==> src/mlfs_pkg.sv <==
`timescale 1ns / 1ps

package mlfs_pkg;

	localparam int TASK_COUNT_DEF = 5;
	localparam int LEVEL_COUNT = 3;

	localparam int FUNC_W = 2;
	localparam int IDX_W = 3;
	localparam int LVL_W = 2;
	localparam int PRI_W = 2;
	localparam int TIME_W = 12;
	localparam int TICK_W = 16;

	localparam logic [FUNC_W-1:0] FUNC_LOAD = 2'd0;
	localparam logic [FUNC_W-1:0] FUNC_TICK = 2'd1;
	localparam logic [FUNC_W-1:0] FUNC_DISPATCH = 2'd2;

	localparam logic [LVL_W-1:0] LVL_TOP = 2'd0;
	localparam logic [LVL_W-1:0] LVL_MID = 2'd1;
	localparam logic [LVL_W-1:0] LVL_LAST = 2'd2;

	localparam logic [TIME_W-1:0] QUANTUM_L0 = 12'd5;
	localparam logic [TIME_W-1:0] QUANTUM_L1 = 12'd10;

	typedef struct packed {
		logic [FUNC_W-1:0] func;
		logic [IDX_W-1:0]  task_index;
		logic [LVL_W-1:0]  level;
		logic [PRI_W-1:0]  priority_value;
		logic [TIME_W-1:0] burst_time;
		logic [TICK_W-1:0] arrival_tick;
	} req_t;

	typedef struct packed {
		logic              dispatched;
		logic [IDX_W-1:0]  task_run;
		logic [LVL_W-1:0]  run_level;
		logic [TIME_W-1:0] slice_len;
		logic [TICK_W-1:0] slice_end;
	} rsp_t;

endpackage

==> src/mlfs_ram.sv <==
`timescale 1ns / 1ps

module mlfs_ram #(
	parameter int WIDTH = 16,
	parameter int DEPTH = 8
) (
	input  logic                     clk,
	input  logic                     we,
	input  logic [$clog2(DEPTH)-1:0] waddr,
	input  logic [WIDTH-1:0]         wdata,
	input  logic [$clog2(DEPTH)-1:0] raddr,
	output logic [WIDTH-1:0]         rdata
);

	logic [WIDTH-1:0] mem_q [DEPTH];

	always_ff @(posedge clk) begin
		if (we) begin
			mem_q[waddr] <= wdata;
		end
		rdata <= mem_q[raddr];
	end

endmodule

==> src/mlfs_pick.sv <==
`timescale 1ns / 1ps

module mlfs_pick import mlfs_pkg::*; #(
	parameter int TASK_COUNT = TASK_COUNT_DEF
) (
	input  logic                          clk,
	input  logic                          arst_n,
	input  logic                          clear,
	input  logic                          step,
	input  logic                          cand_present,
	input  logic [PRI_W-1:0]              cand_pri,
	input  logic [$clog2(TASK_COUNT)-1:0] cand_idx,
	output logic                          found,
	output logic [$clog2(TASK_COUNT)-1:0] best_idx
);

	localparam int IW = $clog2(TASK_COUNT);

	logic             found_q;
	logic [IW-1:0]    best_idx_q;
	logic [PRI_W-1:0] best_pri_q;
	logic             better;

	// strict less-than keeps the lowest index on ties, since the scan ascends
	assign better = cand_present && (!found_q || (cand_pri < best_pri_q));

	always_ff @(posedge clk or negedge arst_n) begin
		if (!arst_n) begin
			found_q <= 1'b0;
			best_idx_q <= '0;
			best_pri_q <= '0;
		end else if (clear) begin
			found_q <= 1'b0;
		end else if (step && better) begin
			found_q <= 1'b1;
			best_idx_q <= cand_idx;
			best_pri_q <= cand_pri;
		end
	end

	assign found = found_q;
	assign best_idx = best_idx_q;

endmodule

==> src/multilevel_feedback_scheduler.sv <==
`timescale 1ns / 1ps

// Channel  Signals                     Dir  Payload
// req      req_valid, req_ready, req   in   req_t: func, task, level, priority, burst, arrival
// rsp      rsp_valid, rsp_ready, rsp   out  rsp_t: dispatched, task, level, slice, end tick
//
// One item is worked at a time; req_ready is high only while the sequencer is idle.
// Load and unused codes go straight to the push step. A tick or a dispatch scans the
// tasks one per cycle, and each task's RAM read is registered before it is checked.
// A dispatch scans level 0 first and moves down a level while the compare unit finds none.
// Reset clears tick count, presence flags and remaining times; priority and arrival
// RAMs hold garbage until loaded. A stalled rsp holds the sequencer in its push step.

module multilevel_feedback_scheduler import mlfs_pkg::*; #(
	parameter int TASK_COUNT = TASK_COUNT_DEF
) (
	input  logic clk,
	input  logic arst_n,
	input  logic req_valid,
	output logic req_ready,
	input  req_t req,
	output logic rsp_valid,
	input  logic rsp_ready,
	output rsp_t rsp
);

	localparam int IW = $clog2(TASK_COUNT);
	localparam int PRI_AW = IW + LVL_W;
	localparam int PRI_DEPTH = 2 ** PRI_AW;
	localparam logic [IW-1:0] LAST_IDX = IW'(TASK_COUNT - 1);

	typedef enum logic [2:0] {
		ST_IDLE,
		ST_TICK,
		ST_TICK_END,
		ST_DISP,
		ST_DISP_END,
		ST_DISP_CHK,
		ST_PUSH
	} state_t;

	state_t state_q;

	logic [TICK_W-1:0]      tick_count_q;
	logic [LEVEL_COUNT-1:0] present_q [TASK_COUNT];
	logic [TIME_W-1:0]      time_left_q [TASK_COUNT];

	logic [IW-1:0]    scan_q;
	logic [LVL_W-1:0] level_q;
	logic             disp_q;
	logic             issue_s1;
	logic [IW-1:0]    idx_s1;

	rsp_t res_q;
	rsp_t rsp_q;
	logic rsp_valid_q;

	logic accept;
	logic ld_ok;
	logic [IW-1:0] ld_idx;

	logic                pri_we;
	logic [PRI_AW-1:0]   pri_waddr;
	logic [PRI_AW-1:0]   pri_raddr;
	logic [PRI_W-1:0]    pri_rdata;
	logic                arr_we;
	logic [TICK_W-1:0]   arr_rdata;

	logic          pick_clear;
	logic          pick_step;
	logic          pick_found;
	logic [IW-1:0] pick_idx;

	logic [TIME_W-1:0] rem;
	logic [TIME_W-1:0] quantum;
	logic [TIME_W-1:0] slice;
	logic [TICK_W-1:0] slice_end;

	assign req_ready = (state_q == ST_IDLE);
	assign accept = req_valid && req_ready;

	// loads beyond the task set or at the unused level write nothing
	assign ld_idx = IW'(req.task_index);
	assign ld_ok = ({29'b0, req.task_index} < 32'(TASK_COUNT))
		&& ({30'b0, req.level} < 32'(LEVEL_COUNT));

	assign pri_we = accept && (req.func == FUNC_LOAD) && ld_ok;
	assign arr_we = pri_we && (req.level == LVL_TOP);
	assign pri_waddr = {req.level, ld_idx};
	assign pri_raddr = {level_q, scan_q};

	mlfs_ram #(
		.WIDTH(PRI_W),
		.DEPTH(PRI_DEPTH)
	) u_pri_ram (
		.clk  (clk),
		.we   (pri_we),
		.waddr(pri_waddr),
		.wdata(req.priority_value),
		.raddr(pri_raddr),
		.rdata(pri_rdata)
	);

	mlfs_ram #(
		.WIDTH(TICK_W),
		.DEPTH(TASK_COUNT)
	) u_arr_ram (
		.clk  (clk),
		.we   (arr_we),
		.waddr(ld_idx),
		.wdata(req.arrival_tick),
		.raddr(scan_q),
		.rdata(arr_rdata)
	);

	// restart the search at the start of a dispatch and before each lower level
	assign pick_clear = (accept && (req.func == FUNC_DISPATCH))
		|| ((state_q == ST_DISP_CHK) && !pick_found);
	assign pick_step = issue_s1 && disp_q;

	mlfs_pick #(
		.TASK_COUNT(TASK_COUNT)
	) u_pick (
		.clk         (clk),
		.arst_n      (arst_n),
		.clear       (pick_clear),
		.step        (pick_step),
		.cand_present(present_q[idx_s1][level_q]),
		.cand_pri    (pri_rdata),
		.cand_idx    (idx_s1),
		.found       (pick_found),
		.best_idx    (pick_idx)
	);

	// slice for the winner: level quantum capped by remaining time
	always_comb begin
		rem = time_left_q[pick_idx];
		case (level_q)
			LVL_TOP: quantum = QUANTUM_L0;
			LVL_MID: quantum = QUANTUM_L1;
			default: quantum = rem;
		endcase
		slice = (rem > quantum) ? quantum : rem;
		slice_end = tick_count_q + {{(TICK_W-TIME_W){1'b0}}, slice};
	end

	always_ff @(posedge clk or negedge arst_n) begin
		if (!arst_n) begin
			state_q <= ST_IDLE;
			tick_count_q <= '0;
			for (int i = 0; i < TASK_COUNT; i++) begin
				present_q[i] <= '0;
				time_left_q[i] <= '0;
			end
			scan_q <= '0;
			level_q <= '0;
			disp_q <= 1'b0;
			issue_s1 <= 1'b0;
			idx_s1 <= '0;
			res_q <= '0;
			rsp_q <= '0;
			rsp_valid_q <= 1'b0;
		end else begin
			// drop the output once the consumer takes the transfer
			if (rsp_valid_q && rsp_ready) begin
				rsp_valid_q <= 1'b0;
			end

			// tick scan, second half: admit on arrival match, then remove when empty
			if (issue_s1 && !disp_q) begin
				if (time_left_q[idx_s1] == '0) begin
					present_q[idx_s1] <= '0;
				end else if (arr_rdata == tick_count_q) begin
					present_q[idx_s1][0] <= 1'b1;
				end
			end

			issue_s1 <= 1'b0;

			case (state_q)
				ST_IDLE: begin
					if (accept) begin
						res_q <= '0;
						scan_q <= '0;
						level_q <= LVL_TOP;
						case (req.func)
							FUNC_LOAD: begin
								if (ld_ok && (req.level == LVL_TOP)) begin
									time_left_q[ld_idx] <= req.burst_time;
									present_q[ld_idx] <= '0;
								end
								state_q <= ST_PUSH;
							end
							FUNC_TICK: begin
								tick_count_q <= tick_count_q + 1'b1;
								disp_q <= 1'b0;
								state_q <= ST_TICK;
							end
							FUNC_DISPATCH: begin
								disp_q <= 1'b1;
								state_q <= ST_DISP;
							end
							default: begin
								state_q <= ST_PUSH;
							end
						endcase
					end
				end
				ST_TICK, ST_DISP: begin
					// issue one task per cycle; its RAM data is checked next cycle
					issue_s1 <= 1'b1;
					idx_s1 <= scan_q;
					if (scan_q == LAST_IDX) begin
						scan_q <= '0;
						state_q <= (state_q == ST_TICK) ? ST_TICK_END : ST_DISP_END;
					end else begin
						scan_q <= scan_q + 1'b1;
					end
				end
				ST_TICK_END: begin
					state_q <= ST_PUSH;
				end
				ST_DISP_END: begin
					state_q <= ST_DISP_CHK;
				end
				ST_DISP_CHK: begin
					if (pick_found) begin
						time_left_q[pick_idx] <= rem - slice;
						present_q[pick_idx][level_q] <= 1'b0;
						if (level_q != LVL_LAST) begin
							present_q[pick_idx][2'(level_q + 1'b1)] <= 1'b1;
						end
						res_q.dispatched <= 1'b1;
						res_q.task_run <= IDX_W'(pick_idx);
						res_q.run_level <= level_q;
						res_q.slice_len <= slice;
						res_q.slice_end <= slice_end;
						state_q <= ST_PUSH;
					end else if (level_q == LVL_LAST) begin
						state_q <= ST_PUSH;
					end else begin
						level_q <= level_q + 1'b1;
						state_q <= ST_DISP;
					end
				end
				ST_PUSH: begin
					// hold until the output register is free
					if (!rsp_valid_q || rsp_ready) begin
						rsp_q <= res_q;
						rsp_valid_q <= 1'b1;
						state_q <= ST_IDLE;
					end
				end
				default: begin
					state_q <= ST_IDLE;
				end
			endcase
		end
	end

	assign rsp_valid = rsp_valid_q;
	assign rsp = rsp_q;

endmodule

==> config.mk <==
export PLATFORM = sky130hd
export DESIGN_NAME = multilevel_feedback_scheduler
export DESIGN_NICKNAME = d
export VERILOG_FILES = /design/src/mlfs_pkg.sv /design/src/mlfs_ram.sv /design/src/mlfs_pick.sv /design/src/multilevel_feedback_scheduler.sv
export SDC_FILE = /design/constraint.sdc
export NUM_CORES = 1
export LEC_CHECK = 0
export BUFFER_PORTS_ARGS = -buffer_cell sky130_fd_sc_hd__buf_2
export CAP_MARGIN = 20
export CORE_ASPECT_RATIO = 0.6
export CORE_MARGIN = 3
export CORE_UTILIZATION = 51
export CTS_CLUSTER_DIAMETER = 80
export DETAILED_ROUTE_END_ITERATION = 12
export GPL_TIMING_DRIVEN = 0
export PLACE_DENSITY = 0.71
export SLEW_MARGIN = 20
export SYNTH_ARGS = -nofsm -noshare
export SYNTH_HDL_FRONTEND = slang
export SYNTH_SLANG_ARGS = --single-unit
export TNS_END_PERCENT = 20
==> constraint.sdc <==
create_clock -name clk -period 5.3 [get_ports clk]
set_clock_uncertainty 0.1 [all_clocks]
set_input_delay 1.06 -clock clk [delete_from_list [all_inputs] [get_ports clk]]
set_output_delay 1.06 -clock clk [all_outputs]
set_load 0.03 [all_outputs]
==> metrics.txt, run 1 <==
outcome finished with violations; violated checks negative setup slack; sort of element at the start of the critical path flip-flop; Critical Path AT 5.65 ns; category of the most critical setup path reg -> reg; largest buffer count on any clock path 3; count of buffers inserted at the top-level ports 76; setup repair after global routing missed its margin true; clock sink total 341; classification of the worst-slack hold path in -> async; clock insertion delay at the later pin of the skew report 0.55 ns; area share of the leading cell type in the synthesized netlist 27.5%; number of enable flip-flop cells after synthesis 144; number of instances in the synthesized netlist 1,356; max_cap viols 0; leakage power 7.73 nW; worst reg2reg path startpoint u_pick.best_idx[1]; area leader, netlist dfrtp_1; Area contributors post-synth dfrtp_1 27%, edfxtp_1 27%, mux4_2 5.5%, mux2_2 4.4%, o21ai_0 3.1%; post-synthesis instance area 16,300 sq um; count of placed standard cells including taps 1,888; peak clock frequency supported by timing 0.188 GHz; sequential fraction of the synthesis area 56.2%; chip width 237 um; required time of the critical path 5.62 ns; final core occ 61.4%; vias 12,400; DR DRC count 0; power density relative to cell area 596 nW/um^2; GPL Wtd Cong 0.978; ratio of final minimum period to clock period 100%; Pre-antenna DRT Iters 7; placement row count 50; synth unique cells 82; number of H-tree levels 2; count of hold-fix buffers inserted at cts 0; Critical-path top delay cell dfrtp_1; Yosys warning total 0; Top-Level Pins 77; final-stage net count 1,619; wire length of the first global-routing pass 74.0 mm; nature of the critical path endpoint flip-flop; effective utilization at floorplan 52.0%; Slew HR 38.6%; vias in the first global route 11,900; floorplan core area 31,300 sq um; Final min period 5.32 ns; fraction of final layout cells with drive strength greater than 1 23.9%; Most used DFF post-synth dfrtp_1; vertical die dimension 144 um; antenna violations before repair 0; Worst Setup SP u_pick.best_idx[1]; most numerous cell on the critical path o21a_1; mean area per synthesized cell 12.0 sq um; TritonCTS clock tree yes; number of storage elements in the synthesis netlist 341; clock root buffer master clkbuf_16; total length of routed wires 49.7 mm; overall die area 34,200 sq um; Overflow after GRT 0; worst-case setup margin in the final layout -0.0244 ns; number of inserted diodes 0; filler cell count in the final layout 2,500; growth of design area from synthesis to finish 18.0%; slowest cell delay on critical path 0.38 ns; routed len/inst 25.1 um; CTS clk-pin slew, worst paths 0.06 ns; worst reg-to-reg setup slack -0.02 ns; pre-CTS setup slack -1.60 ns; total global routing track utilization 28.8%; top post-synthesis cells by count 179 x dfrtp_1, 144 x edfxtp_1, 121 x nand2_1; count of endpoints failing hold in the final timing report 0; Via density 6.24; largest driver fanout on the critical path 7; transition time at the pin with the least slew margin 0.914 ns; number of standard cells in the final layout excluding fillers 1,979; Max IR drop VDD 469 uV; residual antenna-violating net count after detailed routing 0; starting DRC count in detailed routing 1,532; largest net degree at the start of global routing 70; Cell Chain, Critical Path buf_6 -> buf_12 -> buf_12 -> mux2i_4 -> o21ai_2 -> a21oi_4 -> nand2_2 -> o21ai_4 -> ha_4 -> nor2b_4 -> o21a_1 -> o21a_1 -> o21a_4 -> nor2_8 -> mux2_4 -> ha_4 -> nor2b_4 -> o31a_1 -> o41a_1 -> a311oi_2 -> xor2_2 -> buf_6 -> o221ai_2 -> o21a_1; number of clock buffers inserted by TritonCTS 34; most common cell in the synthesized netlist dfrtp_1; proportion of synthesized flip-flops having asynchronous set or reset 52.5%; # setup viols final 3; sum of negative setup slack -0.0300 ns; max-slew violation total from the final report 0; DP Wirelength 36.3 mm
==> cell type report <==
| type | count | area (sq um) | share of cell area, % |
|---|---|---|---|
| clock buffers | 43 | 935 | 4.86 |
| well taps | 416 | 520 | 2.71 |
| repair buffers | 112 | 739 | 3.84 |
| clock inverters | 19 | 193 | 1.00 |
| plain buffers | 67 | 353 | 1.83 |
| flip-flops and latches | 341 | 9160 | 47.6 |
| inverters | 39 | 149 | 0.774 |
| multi-input cells | 942 | 7180 | 37.3 |
==> state kept, by name, summed over array words and instances, names as in the netlist, 15 cells and up <==
| register | cells |
|---|---|
| time_left_q | 60 |
| u_arr_ram.rdata | 16 |
| u_pri_ram.mem_q | 64 |
| rsp | 34 |
| present_q | 15 |
| u_arr_ram.mem_q | 80 |
| tick_count_q | 16 |
| res_q | 34 |
==> layout by cell type, fill, tap and decap left out, drive strengths merged, types with 12 or more instances in the layout <==
cell	netlist	routed
a31oi	12	12
nor2	118	118
conb	1	34
edfxtp	144	144
nor2b	18	18
mux2	66	66
buf	25	139
o21ai	104	104
inv	37	40
nand3	19	19
a22o	12	12
xor2	15	15
ha	39	39
nor4	14	14
dfxtp	18	18
clkbuf	42	83
clkinv	2	13
a21oi	50	50
nor3	14	14
o22ai	15	15
nand4	13	13
nand2	121	121
o221ai	18	18
mux2i	15	15
xnor2	33	33
mux4	40	40
a22oi	25	25
o21a	25	25
dfrtp	179	179
==> logic make-up after synthesis <==
kind of cell             synth area share [%]
AND/OR/NAND/NOR                          10.8
flip-flops                               56.2
AO/OA/AOI/OAI                            13.4
multiplexers                             11.1
buffers and inverters                    2.72
XOR/XNOR                                 2.58
adder cells (fa/ha/maj)                  3.24
other                                  0.0230
==> worst max-delay path: cells and delay by family, from the launching register on <==
kind	cells	cell delay, ns
and+or+nand+nor	4	0.52
muxes	2	0.58
xor gates and xnor gates	1	0.19
AOI/OAI and AO/OA	11	2.40
buffers and inverters	4	0.57
adders and majority gates	2	0.45
DFF	1	0.38
==> worst paths after layout <==
check / to / cells past startpoint
min in group clk: u_arr_ram.rdata[5] / 1
max in group asynchronous: res_q[11] / 3
worst min register to register: u_arr_ram.rdata[5] / 1
worst min-delay path: present_q[14] / 1
worst max-delay path: time_left_q[9] / 24
worst max register to register: time_left_q[9] / 24
==> layer usage <==
metal | global-route usage [%] | wire length [um] | vias to the layer above
li1 | - | - | 5392
met1 | 45.4 | 22900 | 6184
met2 | 38.7 | 19900 | 712
met3 | 9.21 | 6120 | 62
met4 | 5.72 | 795 | 0
met5 | 0 | 0 | -
==> report_power, final <==
group          internal, mW  leakage (nW)  switching (mW)
Clock                  1.41         0.559            1.07
Combinational          2.11          3.28            3.32
Sequential             3.21          3.89           0.346
==> through the flow <==
stage          power [mW]  hold WS [ns]  instance area (sq um)
2_1_floorplan        6.51         0.341                  16400
3_3_place_gp         7.97         0.351                  17300
3_5_place_dp         8.07         0.365                  17500
4_1_cts              10.8         0.354                  18900
5_1_grt              11.9         0.376                  19200
6_report             11.5         0.341                  19200
==> timing repair <==
action,4_1_cts,5_1_grt
buffers inserted,15,14
endpoints found under the setup margin,74,48
pin swaps,7,14
gates resized for setup,40,52
(Power assumes the default switching activity.)
==> inputs of run 2 (changes only) <==
--- a/config.mk
+++ b/config.mk
@@ -8,7 +8,6 @@
 export BUFFER_PORTS_ARGS = -buffer_cell sky130_fd_sc_hd__buf_2
 export CAP_MARGIN = 20
 export CORE_ASPECT_RATIO = 0.6
-export CORE_MARGIN = 3
 export CORE_UTILIZATION = 51
 export CTS_CLUSTER_DIAMETER = 80
 export DETAILED_ROUTE_END_ITERATION = 12
==> run 2 against run 1 <==
Largest power group unchanged. Via count increased by 0.79%. Routed wire length down 0.18%. Largest cell class unchanged. Total power about the same. Critical path depth down 1. First-iteration DRC count is 5.7% lower. Critical path type unchanged. Count of clock-buffer cells in the layout grew 9. The run still ends with negative setup slack left.
==> metrics.txt, run 2 (same netlist as run 1, synthesis figures left out) <==
required time of the critical path 5.58 ns (-0.04 ns); nature of the critical path endpoint flip-flop; peak clock frequency supported by timing 0.185 GHz (-1.6%); count of buffers inserted at the top-level ports 76 (unchanged); max-slew violation total from the final report 0 (unchanged); clock insertion delay at the later pin of the skew report 0.54 ns (about the same); Via density 6.29 (+0.84%); routed len/inst 25.1 um (-0.13%); ratio of final minimum period to clock period 102% (+1.7 points); Top-Level Pins 77 (unchanged); final std cell area, no fill 19,100 sq um (-0.47%); count of hold-fix buffers inserted at cts 0 (unchanged); effective utilization at floorplan 52.1% (+0.10 points); # setup viols final 11 (+8); wire length of the first global-routing pass 74.2 mm (+0.22%); Slew HR 32.8% (-5.7 points); vias 12,400 (+0.79%); sum of negative setup slack -0.610 ns (-0.580 ns); starting DRC count in detailed routing 1,444 (-5.7%); sort of element at the start of the critical path flip-flop; floorplan core area 31,300 sq um (-0.20%); Pre-antenna DRT Iters 5 (-2); final-stage net count 1,619 (unchanged); placement row count 50 (unchanged); number of inserted diodes 0 (unchanged); Final min period 5.41 ns (+0.0881 ns); number of standard cells in the final layout excluding fillers 1,978 (-0.051%); violated checks negative setup slack; clock sink total 341 (unchanged); category of the most critical setup path reg -> reg; most frequent cells in the layout 179 x dfrtp_1, 144 x edfxtp_1, 120 x nand2_1; worst reg2reg path startpoint u_pick.best_idx[1]; DP Wirelength 36.7 mm (+1.0%); count of endpoints failing hold in the final timing report 0 (unchanged); TritonCTS clock tree yes; GPL Wtd Cong 1.01 (+3.4%); fraction of final layout cells with drive strength greater than 1 22.9% (-1.1 points); outcome finished with violations; total global routing track utilization 30.7% (+1.9 points); Cell Area, Placed 17,500 sq um (about the same); setup repair after global routing missed its margin true; Worst Setup SP u_pick.best_idx[1]; number of clock buffers inserted by TritonCTS 34 (unchanged); overall die area 32,700 sq um (-4.4%); most common cell after layout, fill and taps aside dfrtp_1; leakage power 7.68 nW (-0.65%); worst-case setup margin in the final layout -0.113 ns (-0.0881 ns); worst reg-to-reg setup slack -0.11 ns (-0.09 ns); vias in the first global route 11,700 (-1.5%); Critical Path AT 5.70 ns (+0.05 ns); chip width 233 um (-1.7%); Overflow after GRT 0 (unchanged); classification of the worst-slack hold path in -> async; max reg flops 80 (unchanged); max_cap viols 0 (unchanged); largest buffer count on any clock path 3 (unchanged); DR DRC count 0 (unchanged); transition time at the pin with the least slew margin 0.997 ns (+0.0829 ns); residual antenna-violating net count after detailed routing 0 (unchanged); registers with the most flip-flops u_arr_ram.mem_q: 80 flops, u_pri_ram.mem_q: 64 flops, time_left_q: 60 flops; total length of routed wires 49.6 mm (-0.18%); filler cell count in the final layout 2,510 (+0.40%); power density relative to cell area 599 nW/um^2 (+0.50%); Max IR drop VDD 495 uV (+5.5%); number of H-tree levels 2 (unchanged); register with the highest flop count u_arr_ram.mem_q; CTS clk-pin slew, worst paths 0.07 ns (about the same); clock root buffer master clkbuf_16; growth of design area from synthesis to finish 17.4%; antenna violations before repair 0 (unchanged); largest driver fanout on the critical path 10 (+3); largest net degree at the start of global routing 87 (+24%); vertical die dimension 140 um (-2.8%); count of placed standard cells including taps 1,888 (unchanged)
[run 2: cell count changes in the layout (fill, tap and decap cells not counted), sizes merged]
cell    before  now
buf        139  138
clkbuf      83   93
clkinv      13    6
inv         40   37
[run 2: worst max-delay path, stage by stage, from the launching register on]
cell	delay (ns)
dfrtp_1	0.35
buf_6	0.13
buf_12	0.13
buf_6	0.19
mux2i_4	0.33
o21ai_2	0.08
a21oi_2	0.23
buf_4	0.18
ha_2	0.21
nor2b_4	0.04
o21a_1	0.18
o21a_1	0.21
o21a_4	0.25
nor2_8	0.18
mux2_4	0.33
ha_4	0.24
nor2b_4	0.12
o31a_1	0.32
o41a_1	0.41
a311oi_4	0.42
xor2_4	0.27
buf_12	0.16
o22a_1	0.14
o21ai_1	0.06
[run 2: layout make-up]
cell class                      instances  area, sq um  share of cell area (%)
Inverter                               39          164                   0.856
Buffer                                 66          337                    1.76
Sequential cell                       341         9160                    47.9
Clock buffer                           52          970                    5.06
Multi-Input combinational cell        942         7100                    37.1
Clock inverter                          9          138                   0.719
Tap cell                              416          520                    2.72
Timing Repair Buffer                  113          751                    3.92
[run 2: final timing paths]
kind,cells after the start,endpoint
setup / recovery,23,time_left_q[21]
hold / removal,1,present_q[8]
setup reg to reg,23,time_left_q[21]
hold reg to reg,1,u_arr_ram.rdata[15]
max in group asynchronous,3,rsp[18]
min in group clk,1,u_arr_ram.rdata[15]
[run 2: timing repair]
action | in CTS | in global routing
resized for setup | 41 | 44
endpoints found under the setup margin | 72 | 44
buffers inserted | 15 | 15
pin swaps | 6 | 12
gates cloned | 0 | 0
[run 2: per-layer routing]
layer | part of all wire (%) | GRT usage, % | vias up
met2 | 39 | 39.5 | 707
met1 | 47 | 50.1 | 6264
li1 | - | - | 5398
met3 | 12 | 9.08 | 78
met4 | 1.9 | 6.43 | 0
met5 | 0 | 0 | -
[run 2: report_power, final]
group | total (mW) | switching (mW) | internal, mW
clock | 2.44 | 1.02 | 1.42
combinational | 5.46 | 3.31 | 2.15
sequential | 3.57 | 0.358 | 3.21
[run 2: stage by stage]
| step | hold slack [ns] | power (mW) | worst slack [ns] | utilization [%] |
|---|---|---|---|---|
| 2_1_floorplan | 0.341 | 6.51 | 0.0591 | - |
| 3_3_place_gp | 0.353 | 7.98 | -1.43 | 55.4 |
| 3_5_place_dp | 0.356 | 8.05 | -1.50 | 55.8 |
| 4_1_cts | 0.323 | 10.9 | 0.00455 | 60.3 |
| 5_1_grt | 0.339 | 11.9 | -0.225 | 61.2 |
| 6_report | 0.319 | 11.5 | -0.113 | 61.2 |
==> inputs of run 3 (changes only) <==
--- a/config.mk
+++ b/config.mk
@@ -5,15 +5,13 @@
 export SDC_FILE = /design/constraint.sdc
 export NUM_CORES = 1
 export LEC_CHECK = 0
-export BUFFER_PORTS_ARGS = -buffer_cell sky130_fd_sc_hd__buf_2
 export CAP_MARGIN = 20
-export CORE_ASPECT_RATIO = 0.6
 export CORE_UTILIZATION = 51
 export CTS_CLUSTER_DIAMETER = 80
 export DETAILED_ROUTE_END_ITERATION = 12
+export DONT_BUFFER_PORTS = 1
 export GPL_TIMING_DRIVEN = 0
-export PLACE_DENSITY = 0.71
-export SLEW_MARGIN = 20
+export PLACE_DENSITY = 0.69
 export SYNTH_ARGS = -nofsm -noshare
 export SYNTH_HDL_FRONTEND = slang
 export SYNTH_SLANG_ARGS = --single-unit
==> run 3 against run 2 <==
The flow now finishes without violations. Routed wire length fell by 11%. Cell count decreased by 5.0%. Count of clock-buffer cells in the layout rose by 4. Via count shrank 5.7%. Core utilization decreased by 2.3 points. Maximum frequency rose by 5.0%. Global-route usage shrank 3.4 points. Non-clock buffer count decreased by 92. Clock power barely moved. Worst hold slack got worse by 0.18 ns. Sequential cell count is the same. Worst setup slack improved by 0.26 ns.
==> metrics.txt, run 3 (same netlist as run 1, synthesis figures left out) <==
outcome finished, final reports clean; Worst Setup SP u_pick.best_idx[1]; category of the most critical setup path reg -> reg; most numerous cell on the critical path o21a_1; GPL Wtd Cong 0.969 (-4.2%); most frequent cells in the layout 179 x dfrtp_1, 144 x edfxtp_1, 120 x nand2_1; Overflow after GRT 0 (unchanged); growth of design area from synthesis to finish 13.6%; number of H-tree levels 2 (unchanged); CTS clk-pin slew, worst paths 0.06 ns (about the same); floorplan core area 31,500 sq um (+0.62%); total length of routed wires 44.3 mm (-11%); vias 11,700 (-5.7%); nature of the critical path endpoint flip-flop; slowest cell delay on critical path 0.44 ns (+0.02 ns); Critical-path top delay cell o41a_1; number of standard cells in the final layout excluding fillers 1,879 (-5.0%); vias in the first global route 11,600 (-0.91%); number of buffer and inverter stages on the critical path 5 (unchanged); clock sink total 341 (unchanged); ratio of final minimum period to clock period 97.3% (-4.8 points); Top-Level Pins 77 (unchanged); sum of negative setup slack 0 ns (+0.610 ns); total global routing track utilization 27.3% (-3.4 points); worst reg2reg endpoint time_left_q[45]; Final min period 5.16 ns (-0.256 ns); Critical Path AT 5.48 ns (-0.22 ns); number of clock buffers inserted by TritonCTS 37 (+8.8%); leakage power 7.26 nW (-5.5%); Cell Area, Placed 17,000 sq um (-2.4%); transition time at the pin with the least slew margin 0.953 ns (-0.0438 ns); Via density 6.25 (-0.71%); Cell Chain, Critical Path buf_12 -> buf_12 -> buf_8 -> mux2i_1 -> nor2_1 -> a21oi_2 -> a21o_1 -> inv_1 -> ha_1 -> nor2b_1 -> o21a_1 -> o21a_1 -> o21a_4 -> nor2_8 -> mux2_4 -> ha_1 -> nor2b_1 -> o31a_1 -> o41a_1 -> a311oi_2 -> xor2_2 -> buf_6 -> o221ai_1 -> o21a_1; overall die area 32,700 sq um (about the same); Pre-antenna DRT Iters 5 (unchanged); register with the highest flop count u_arr_ram.mem_q; max_cap viols 0 (unchanged); largest net degree at the start of global routing 180 (+110%); clock root buffer master clkbuf_16; worst reg2reg path startpoint u_pick.best_idx[1]; power density relative to cell area 566 nW/um^2 (-5.4%); placement row count 65 (+30%); largest buffer count on any clock path 3 (unchanged); count of endpoints failing hold in the final timing report 0 (unchanged); wire length of the first global-routing pass 67.7 mm (-8.7%); largest driver fanout on the critical path 10 (unchanged); filler cell count in the final layout 2,581 (+2.8%); max reg flops 80 (unchanged); required time of the critical path 5.62 ns (+0.04 ns); Max IR drop VDD 362 uV (-27%); vertical die dimension 181 um (+29%); max-slew violation total from the final report 0 (unchanged); sort of element at the start of the critical path flip-flop; antenna violations before repair 0 (unchanged); worst-case reg-to-reg path depth 24 (+4.3%); Crit. path cell count 24 (+4.3%); effective utilization at floorplan 51.8% (-0.32 points); classification of the worst-slack hold path in -> async; overall power consumption 10.5 mW (-8.5%); clock insertion delay at the later pin of the skew report 0.54 ns (about the same); most common cell after layout, fill and taps aside dfrtp_1; routed len/inst 23.6 um (-5.9%); peak clock frequency supported by timing 0.194 GHz (+5.0%); DR DRC count 0 (unchanged); DP Wirelength 32.0 mm (-13%); residual antenna-violating net count after detailed routing 0 (unchanged); TritonCTS clock tree yes; registers with the most flip-flops u_arr_ram.mem_q: 80 flops, u_pri_ram.mem_q: 64 flops, time_left_q: 60 flops; count of placed standard cells including taps 1,796 (-4.9%); count of buffers inserted at the top-level ports 0 (-100%); worst hold slack after final layout 0.143 ns (-0.176 ns); starting DRC count in detailed routing 1,003 (-31%); Slew HR 35.8% (+3.0 points); fraction of final layout cells with drive strength greater than 1 17.2% (-5.7 points); # setup viols final 0 (-11); chip width 181 um (-22%); final std cell area, no fill 18,500 sq um (-3.2%); Top Family by Delay on Critical Path compound AO/OA/AOI/OAI gates; final-stage net count 1,530 (-5.5%); worst reg-to-reg setup slack 0.14 ns (+0.26 ns); number of inserted diodes 0 (unchanged)
[run 3: how the worst max path moves through the flow]
stage                            endpoint  slack (ns)
after detailed placement  time_left_q[45]       -1.10
after CTS                 time_left_q[45]       0.002
after floorplan            time_left_q[9]        0.06
after global routing      time_left_q[45]       -0.06
final                     time_left_q[45]        0.14
after global placement    time_left_q[45]       -1.02
[run 3: area by class of cell]
class                           count  area [sq um]  share of cell area [%]
Buffer                             65           337                    1.82
Clock buffer                       56          1080                    5.82
Clock inverter                     12          90.1                   0.486
Inverter                           39           153                   0.824
Multi-Input combinational cell    942          6970                    37.6
Sequential cell                   341          9160                    49.5
Tap cell                          402           503                    2.71
Timing Repair Buffer               22           235                    1.27
[run 3: repair_timing]
item,4_1_cts,5_1_grt
buffers inserted,8,9
resized for setup,19,36
endpoints found under the setup margin,67,46
hold endpoints to repair,0,0
hold buffers,0,0
pin swaps,6,6
[run 3: worst register-to-register path: stages, from the launching register on]
cell	delay [ns]
dfrtp_1	0.37
buf_12	0.12
buf_12	0.14
buf_8	0.18
mux2i_1	0.35
nor2_1	0.10
a21oi_2	0.25
a21o_1	0.21
inv_1	0.05
ha_1	0.18
nor2b_1	0.12
o21a_1	0.12
o21a_1	0.15
o21a_4	0.18
nor2_8	0.07
mux2_4	0.30
ha_1	0.26
nor2b_1	0.14
o31a_1	0.27
o41a_1	0.44
a311oi_2	0.36
xor2_2	0.18
buf_6	0.15
o221ai_1	0.11
o21a_1	0.14
[run 3: power by group]
| part | internal (mW) | switching [mW] | total (mW) |
|---|---|---|---|
| combinational | 1.80 | 2.50 | 4.30 |
| clock | 1.42 | 1.05 | 2.46 |
| sequential | 3.21 | 0.523 | 3.73 |
| total | 6.42 | 4.07 | 10.5 |
[run 3: metrics by stage]
step                util [%]  setup WS [ns]
CTS                     58.3        0.00224
global placement        53.8          -1.02
detailed placement      54.2          -1.10
floorplan                  -         0.0591
finish                  58.9          0.144
global route            58.9        -0.0575
[run 3: routing by layer]
layer  vias to the layer above  share of wire, %  track usage, %
met5                         -                 0               0
met4                         0               4.3            11.8
met3                       143               7.7            5.30
met2                       510                47            43.9
met1                      5846                41            36.2
li1                       5241                 -               -
